[config.mk]
export PLATFORM = sky130hd
export DESIGN_NAME = lru_page_replacement_unit_flat
export DESIGN_NICKNAME = d
export VERILOG_FILES = /design/src/lpr_pkg.sv /design/src/lpr_intf.sv /design/src/lpr_cell.sv /design/src/lru_page_replacement_unit.sv /design/src/flat_wrapper.sv
export SDC_FILE = /design/constraint.sdc
export NUM_CORES = 1
export LEC_CHECK = 0
export ABC_AREA = 1
export BUFFER_PORTS_ARGS = -buffer_cell sky130_fd_sc_hd__buf_2
export CAP_MARGIN = 5
export CELL_PAD_IN_SITES_DETAIL_PLACEMENT = 1
export CELL_PAD_IN_SITES_GLOBAL_PLACEMENT = 1
export CORE_MARGIN = 2
export CORE_UTILIZATION = 41
export CTS_CLUSTER_SIZE = 20
export DETAILED_ROUTE_END_ITERATION = 10
export PLACE_DENSITY = 0.74
export SLEW_MARGIN = 20
export SYNTH_ARGS = -nofsm -noshare
export SYNTH_HDL_FRONTEND = slang
export SYNTH_SLANG_ARGS = --single-unit
export TNS_END_PERCENT = 100
[constraint.sdc]
create_clock -name i_clk -period 4.3 [get_ports i_clk]
set_clock_uncertainty 0.1 [all_clocks]
set_input_delay 1.075 -clock i_clk [delete_from_list [all_inputs] [get_ports i_clk]]
set_output_delay 1.075 -clock i_clk [all_outputs]
set_load 0.005 [all_outputs]
[src/lpr_pkg.sv]
// Shared constants and types for the LRU page replacement unit.
package lpr_pkg;

    localparam int MAX_FRAMES_DEF = 8;
    localparam int PAGE_BITS_DEF  = 8;

    localparam int PAGE_W      = 8;
    localparam int FRAME_IDX_W = 3;
    localparam int TOTAL_W     = 16;
    localparam int CFG_W       = 4;

    localparam logic [CFG_W-1:0] CFG_FRAMES_RESET = CFG_W'(3);

    typedef struct packed {
        logic go;
        logic fill;
        logic evict;
    } t_cell_cmd;

endpackage

[src/lpr_intf.sv]
// Valid/ready channel interfaces for page references and replacement results.
interface lpr_ref_if;
    import lpr_pkg::*;

    logic              valid;
    logic              ready;
    logic [PAGE_W-1:0] page_number;

    modport source (output valid, output page_number, input ready);
    modport sink (input valid, input page_number, output ready);
endinterface

interface lpr_res_if;
    import lpr_pkg::*;

    logic                   valid;
    logic                   ready;
    logic                   page_fault;
    logic [FRAME_IDX_W-1:0] frame_index;
    logic [TOTAL_W-1:0]     total_references;
    logic [TOTAL_W-1:0]     total_faults;

    modport source (output valid, output page_fault, output frame_index,
                    output total_references, output total_faults, input ready);
    modport sink (input valid, input page_fault, input frame_index,
                  input total_references, input total_faults, output ready);
endinterface

[src/lpr_cell.sv]
// One recency slot: holds a frame number and its page, ordered least recent first.
module lpr_cell #(
    parameter int POS       = 0,
    parameter int FRAME_W   = 3,
    parameter int PAGE_BITS = 8,
    parameter int CNT_W     = 4
) (
    input  logic                 i_clk,
    input  lpr_pkg::t_cell_cmd   i_cmd,
    input  logic [CNT_W-1:0]     i_filled,
    input  logic [CNT_W-1:0]     i_tail,
    input  logic [PAGE_BITS-1:0] i_page,
    input  logic [FRAME_W-1:0]   i_fill_frame,
    input  logic [FRAME_W-1:0]   i_above_frame,
    input  logic [PAGE_BITS-1:0] i_above_page,
    input  logic                 i_pass,
    input  logic [FRAME_W-1:0]   i_carry_frame,
    output logic                 o_pass,
    output logic [FRAME_W-1:0]   o_carry_frame,
    output logic [FRAME_W-1:0]   o_frame,
    output logic [PAGE_BITS-1:0] o_page,
    output logic                 o_match
);
    import lpr_pkg::*;

    localparam logic [CNT_W-1:0] POS_C = CNT_W'(POS);

    logic [FRAME_W-1:0]   r_frame;
    logic [PAGE_BITS-1:0] r_page;
    logic                 removed;

    assign o_match = (POS_C < i_filled) && (r_page == i_page);

    // The slot leaving the order is the hit slot, or the oldest one on eviction.
    assign removed       = o_match || (i_cmd.evict && (POS == 0));
    assign o_pass        = i_pass || removed;
    assign o_carry_frame = i_pass ? i_carry_frame : r_frame;
    assign o_frame       = r_frame;
    assign o_page        = r_page;

    always_ff @(posedge i_clk) begin
        if (i_cmd.go) begin
            if (POS_C == i_tail) begin
                r_frame <= i_cmd.fill ? i_fill_frame : o_carry_frame;
                r_page  <= i_page;
            end else if (o_pass && (POS_C < i_tail)) begin
                r_frame <= i_above_frame;
                r_page  <= i_above_page;
            end
        end
    end

endmodule

[src/lru_page_replacement_unit.sv]
// LRU page replacement unit: a chain of recency slots plus fault and reference totals.
//
//   channel  | direction | payload
//   i_ref    | in        | page_number
//   o_res    | out       | page_fault, frame_index, total_references, total_faults
//   i_cfg_*  | in        | frames_in_use (write only)
//
// One reference is taken per cycle; its result is registered into the output
// register. The per-cycle work is the compare and one-slot shift along the chain
// of MAX_FRAMES slots. Reset empties the chain, clears both totals and sets the
// frame limit to 3. A stalled result holds the input off until it is taken.
module lru_page_replacement_unit #(
    parameter int MAX_FRAMES = lpr_pkg::MAX_FRAMES_DEF,
    parameter int PAGE_BITS  = lpr_pkg::PAGE_BITS_DEF
) (
    input  logic                      i_clk,
    input  logic                      i_rst_n,
    input  logic                      i_cfg_we,
    input  logic [lpr_pkg::CFG_W-1:0] i_cfg_data,
    lpr_ref_if.sink                   i_ref,
    lpr_res_if.source                 o_res
);
    import lpr_pkg::*;

    localparam int FRAME_W = (MAX_FRAMES > 1) ? $clog2(MAX_FRAMES) : 1;
    localparam int CNT_W   = $clog2(MAX_FRAMES + 1);
    localparam int LIM_W   = (CNT_W > CFG_W) ? CNT_W : CFG_W;
    localparam logic [LIM_W-1:0] MAX_LIM = LIM_W'(MAX_FRAMES);

    logic [CFG_W-1:0]   r_frames_in_use;
    logic [CNT_W-1:0]   r_filled;
    logic [CNT_W-1:0]   n_filled;
    logic [TOTAL_W-1:0] r_refs;
    logic [TOTAL_W-1:0] r_faults;

    logic                   r_out_valid;
    logic                   r_out_fault;
    logic [FRAME_IDX_W-1:0] r_out_frame;

    logic [LIM_W-1:0]     cfg_ext;
    logic [LIM_W-1:0]     limit;
    logic                 go;
    logic                 hit;
    logic                 has_room;
    logic [PAGE_BITS-1:0] page;
    logic [CNT_W-1:0]     tail;
    logic [FRAME_W-1:0]   fill_frame;
    logic [FRAME_W-1:0]   out_frame;
    t_cell_cmd            cmd;

    logic [MAX_FRAMES-1:0] match_vec;
    logic                  pass_chain  [MAX_FRAMES+1];
    logic [FRAME_W-1:0]    carry_chain [MAX_FRAMES+1];
    logic [FRAME_W-1:0]    slot_frame  [MAX_FRAMES+1];
    logic [PAGE_BITS-1:0]  slot_page   [MAX_FRAMES+1];

    always_ff @(posedge i_clk) begin
        if (!i_rst_n) begin
            r_frames_in_use <= CFG_FRAMES_RESET;
        end else if (i_cfg_we) begin
            r_frames_in_use <= i_cfg_data;
        end
    end

    // Zero acts as one frame; anything above the chain length acts as the full chain.
    always_comb begin
        cfg_ext = LIM_W'(r_frames_in_use);
        if (cfg_ext == '0) begin
            limit = LIM_W'(1);
        end else if (cfg_ext > MAX_LIM) begin
            limit = MAX_LIM;
        end else begin
            limit = cfg_ext;
        end
    end

    assign page        = PAGE_BITS'(i_ref.page_number);
    assign i_ref.ready = !r_out_valid || o_res.ready;
    assign go          = i_ref.valid && i_ref.ready;
    assign hit         = |match_vec;
    assign has_room    = LIM_W'(r_filled) < limit;
    assign fill_frame  = FRAME_W'(r_filled);

    always_comb begin
        cmd.go    = go;
        cmd.fill  = !hit && has_room;
        cmd.evict = !hit && !has_room;
        tail      = cmd.fill ? r_filled : r_filled - CNT_W'(1);
        n_filled  = (go && cmd.fill) ? r_filled + CNT_W'(1) : r_filled;
    end

    assign pass_chain[0]           = 1'b0;
    assign carry_chain[0]          = '0;
    assign slot_frame[MAX_FRAMES]  = '0;
    assign slot_page[MAX_FRAMES]   = '0;

    for (genvar g = 0; g < MAX_FRAMES; g++) begin : g_slot
        lpr_cell #(
            .POS       (g),
            .FRAME_W   (FRAME_W),
            .PAGE_BITS (PAGE_BITS),
            .CNT_W     (CNT_W)
        ) u_cell (
            .i_clk         (i_clk),
            .i_cmd         (cmd),
            .i_filled      (r_filled),
            .i_tail        (tail),
            .i_page        (page),
            .i_fill_frame  (fill_frame),
            .i_above_frame (slot_frame[g+1]),
            .i_above_page  (slot_page[g+1]),
            .i_pass        (pass_chain[g]),
            .i_carry_frame (carry_chain[g]),
            .o_pass        (pass_chain[g+1]),
            .o_carry_frame (carry_chain[g+1]),
            .o_frame       (slot_frame[g]),
            .o_page        (slot_page[g]),
            .o_match       (match_vec[g])
        );
    end

    // On a hit or an eviction the chain carries out the frame that was taken.
    assign out_frame = cmd.fill ? fill_frame : carry_chain[MAX_FRAMES];

    always_ff @(posedge i_clk) begin
        if (!i_rst_n) begin
            r_filled    <= '0;
            r_refs      <= '0;
            r_faults    <= '0;
            r_out_valid <= 1'b0;
        end else begin
            r_filled <= n_filled;
            if (go) begin
                r_out_valid <= 1'b1;
                if (r_refs != '1) begin
                    r_refs <= r_refs + TOTAL_W'(1);
                end
                if (!hit && (r_faults != '1)) begin
                    r_faults <= r_faults + TOTAL_W'(1);
                end
            end else if (o_res.ready) begin
                r_out_valid <= 1'b0;
            end
        end
    end

    always_ff @(posedge i_clk) begin
        if (go) begin
            r_out_fault <= !hit;
            r_out_frame <= FRAME_IDX_W'(out_frame);
        end
    end

    assign o_res.valid            = r_out_valid;
    assign o_res.page_fault       = r_out_fault;
    assign o_res.frame_index      = r_out_frame;
    assign o_res.total_references = r_refs;
    assign o_res.total_faults     = r_faults;

endmodule
[src/flat_wrapper.sv]
// flat-port wrapper written by rule: the top's interface ports become plain ports
module lru_page_replacement_unit_flat import lpr_pkg::*;
#(
    parameter int MAX_FRAMES = lpr_pkg::MAX_FRAMES_DEF,
    parameter int PAGE_BITS  = lpr_pkg::PAGE_BITS_DEF
)
  (i_clk, i_rst_n, i_cfg_we, i_cfg_data, i_ref_valid, i_ref_page_number, i_ref_ready, o_res_valid, o_res_page_fault, o_res_frame_index, o_res_total_references, o_res_total_faults, o_res_ready);
  lpr_ref_if i_ref_i ();
  lpr_res_if o_res_i ();
  input  logic i_clk;
  input  logic i_rst_n;
  input  logic i_cfg_we;
  input  logic [lpr_pkg::CFG_W-1:0] i_cfg_data;
  input wire logic [$bits(i_ref_i.valid)-1:0] i_ref_valid;
  input wire logic [$bits(i_ref_i.page_number)-1:0] i_ref_page_number;
  output wire logic [$bits(i_ref_i.ready)-1:0] i_ref_ready;
  output wire logic [$bits(o_res_i.valid)-1:0] o_res_valid;
  output wire logic [$bits(o_res_i.page_fault)-1:0] o_res_page_fault;
  output wire logic [$bits(o_res_i.frame_index)-1:0] o_res_frame_index;
  output wire logic [$bits(o_res_i.total_references)-1:0] o_res_total_references;
  output wire logic [$bits(o_res_i.total_faults)-1:0] o_res_total_faults;
  input wire logic [$bits(o_res_i.ready)-1:0] o_res_ready;
  assign i_ref_i.valid = i_ref_valid;
  assign i_ref_i.page_number = i_ref_page_number;
  assign i_ref_ready = i_ref_i.ready;
  assign o_res_valid = o_res_i.valid;
  assign o_res_page_fault = o_res_i.page_fault;
  assign o_res_frame_index = o_res_i.frame_index;
  assign o_res_total_references = o_res_i.total_references;
  assign o_res_total_faults = o_res_i.total_faults;
  assign o_res_i.ready = o_res_ready;
  lru_page_replacement_unit #(.MAX_FRAMES(MAX_FRAMES), .PAGE_BITS(PAGE_BITS)) u_core (.i_clk(i_clk), .i_rst_n(i_rst_n), .i_cfg_we(i_cfg_we), .i_cfg_data(i_cfg_data), .i_ref(i_ref_i), .o_res(o_res_i));
endmodule
==> results.ini <==
[status]
status = finished, final reports clean

[cells_and_area]
instances_no_fill = 1260
diodes = 0
areaGrowthSynthToFinish_pct = 17.9
nets = 1044
final_layout_size_suffix_gt1_share_pct = 20.7

[detailed_routing]
dr.first_iter.drc_count = 386
drc = 0
wl_mm = 22.7
ant_nets = 0
num_vias = 6592
vias_per_cell = 5.23
dr.pass1.iters = 5
routedWlPerCell_um = 18.0

[worst_setup_path]
critPathMaxFanout = 11
crit_chain = buf_2 -> inv_1 -> nand2_1 -> nand2_1 -> nand3_1 -> nor2_1 -> nand2_2 -> nand2_1 -> nor2_4 -> nand3_2 -> nand2_2 -> inv_4 -> nand2_4 -> inv_2 -> nand2_2 -> inv_2 -> nand2_4 -> inv_2 -> nand2_4 -> inv_2 -> nand2_4 -> o211ai_1 -> a21oi_1 -> buf_4
reg2reg_to = u_core.g_slot[6].u_cell.o_page[2]
cp.required_ns = 4.37
worstSetupEndpointType = flop
ff2ff_path_depth = 23
cp-start-kind = input pin
path_buf_inv = 8
crit_path_top_delay_cell = inv_1
worstPathArrival_ns = 3.87
reg2reg_slack_ns = 0.54
crit_path_max_incr_delay_ns = 0.22
crit_type = input pin to flop
r2r_start = u_core.r_filled[1]
path_delay_family = simple AND/OR/NAND/NOR gates

[clocking]
post_cts_resized = 0
cts.sinks = 133
clk_path_buf_depth = 2
clk_latency_ns = 0.43
tritoncts = yes
clockRootBuffer = clkbuf_16
postCtsSetupRepairBufs = 0
path_clk_slew_ns = 0.06
cts_buffers = 17
cts_hold_buf = 0
htree_levels = 4

[timing]
setup_viol = 0
holdWs_ns = 0.375
fmax_mhz = 263
layout_setup_ws_ns = 0.501
period_needed_ns = 3.80
slew_violations = 0
slew_headroom_pct = 44.4
rsz0062_at_grt = false
final-hold-violation-count = 0
tns_ns = 0
worst_pin_slew_ns = 0.834
period_share_pct = 88.4

[synthesis]
yosys.area.top_type_share_pct = 36.6
yosys_warnings = 0
yosysSeqAreaShare_pct = 47.5
synth_cell_type_count = 45
async_flop_share_pct = 0
synth.top_cells.by_count = 215 x nand2_1, 93 x inv_1, 92 x edfxtp_1, 76 x nor2_1, 65 x o21ai_0
ys_seq_elements = 133
syn_nets = 941
avgSynthCellArea_um2 = 8.24
synthTopCellsByArea = edfxtp_1 37%, dfxtp_1 11%, nand2_1 11%, inv_1 4.6%, xnor2_1 4.5%
synth-edff-count = 92
syn_area_um2 = 7540
yosysTopAreaCell = edfxtp_1
syn-instance-count = 915
synthFlopType = edfxtp_1
synth.most_common_cell = nand2_1

[global_route]
antenna_found_initial = 0
grt_pass1_wl_mm = 36.2
overflow = 0
grt.total_usage_pct = 24.1
grt_pass1_vias = 6851
grt_max_degree = 35

[place]
port_buffers = 54
pre_cts_slack_ns = 0.125
placedCellCount = 1228
post-dp-hpwl_mm = 16.7
gp_congestion = 0.839

[power]
total_power_mw = 4.15
p_int_mw = 2.79
p_leak_nw = 3.71
pwr-share-seq_pct = 39.7
power_frac_clock_pct = 34.2
combPwrFrac_pct = 26.1
p_switching_mw = 1.35
p_sw_share_pct = 32.6
power_density_nw_per_um2 = 466
max-vdd-ir-drop_mv = 0.346

[floorplan]
coreArea_um2 = 18000
die_width_um = 140
pin_count = 55
std_cell_rows = 49
die-area_um2 = 19500
die_h_um = 140
start_util_pct = 41.8

[hold_path]
worstHoldStart = u_core.cfg_ext[0]
worst_hold_path_type = flop to flop
min_to = u_core.cfg_ext[0]
hold_depth = 2

[flow_run]
maxCapViolCount = 0

[cell type report]
class | instances | area, um^2
tap | 229 | 287
inverter | 120 | 460
clock inverter | 10 | 108
clock buffer | 22 | 444
sequential | 133 | 3580
fill | 2207 | 9130
timing repair buffer | 113 | 726
multi-input combinational | 633 | 3290
[cell families (layout without fill, tap and decap cells)]
kind of cell	count (synthesis)	count (layout)	synth area share, %
AO/OA/AOI/OAI	163	163	11.7
multiplexers	1	1	0.133
adder cells (fa/ha/maj)	9	9	1.49
XOR/XNOR	41	41	4.86
flip-flops	133	133	47.5
AND/OR/NAND/NOR	419	419	25.3
buffers and inverters	149	265	8.98
[worst min-delay path: cells and delay by family (launching register included)]
kind	cells	cell delay [ns]
flip-flops	1	0.33
AND/OR/NAND/NOR	2	0.11
[power groups by stage]
| stage | clock network [mW] | registers (mW) | logic, mW |
|---|---|---|---|
| after global routing | 1.49 | 1.66 | 1.19 |
| after detailed placement | 0 | 1.67 | 1.07 |
| after CTS | 1.44 | 1.65 | 1.09 |
| after global placement | 0 | 1.67 | 1.04 |
| after floorplan | 0 | 1.65 | 0.700 |
| final | 1.42 | 1.65 | 1.08 |
[through the flow]
| step | utilization [%] | area, um^2 |
|---|---|---|
| after floorplan | - | 7540 |
| after global placement | 46.3 | 8340 |
| after detailed placement | 46.3 | 8340 |
| after CTS | 49.3 | 8890 |
| after global routing | 49.3 | 8890 |
| final | 49.3 | 8890 |
[cells in the final DEF, fill, tap and decap left out, drive strengths merged, types with 19 or more instances in the layout]
master	netlist	layout
nand2	236	236
o21ai	96	96
edfxtp	92	92
nor3	19	19
buf	23	113
inv	120	120
dfxtp	41	41
xnor2	39	39
nand3	56	56
clkbuf	6	22
a21oi	51	51
nor2	88	88
[worst max path at each step]
| stage | to | cells after the start | start | slack (ns) |
|---|---|---|---|---|
| final | u_core.g_slot[6].u_cell.o_page[2] | 24 | i_ref_page_number[7] | 0.50 |
| after global routing | u_core.g_slot[6].u_cell.o_page[2] | 23 | i_ref_page_number[0] | 0.27 |
| after CTS | u_core.g_slot[6].u_cell.o_page[2] | 24 | i_ref_page_number[7] | 0.51 |
| after detailed placement | u_core.g_slot[6].u_cell.o_page[1] | 24 | i_ref_page_number[7] | 0.13 |
| after global placement | u_core.g_slot[6].u_cell.o_page[1] | 23 | i_ref_page_number[0] | 0.20 |
| after floorplan | u_core.g_slot[1].u_cell.o_frame[0] | 18 | i_ref_page_number[0] | 0.21 |
[registers in the layout, summed over array words and instances (netlist names)]
register                       flops
u_core.g_slot.u_cell.o_frame      24
u_core.cfg_ext                     4
u_core.o_res.frame_index           3
u_core.o_res.total_faults         16
u_core.r_filled                    4
u_core.o_res.page_fault            1
u_core.o_res.valid                 1
u_core.g_slot.u_cell.o_page       64
u_core.o_res.total_references     16
[metal layers]
metal / GRT usage, % / vias to the layer above / wire length, um
met5: 0 / - / 0
met4: 7.05 / 0 / 421
met3: 5.57 / 32 / 1060
met2: 42.4 / 155 / 11500
met1: 29.5 / 3197 / 9710
li1: - / 3208 / -
(Power assumes the default switching activity.)
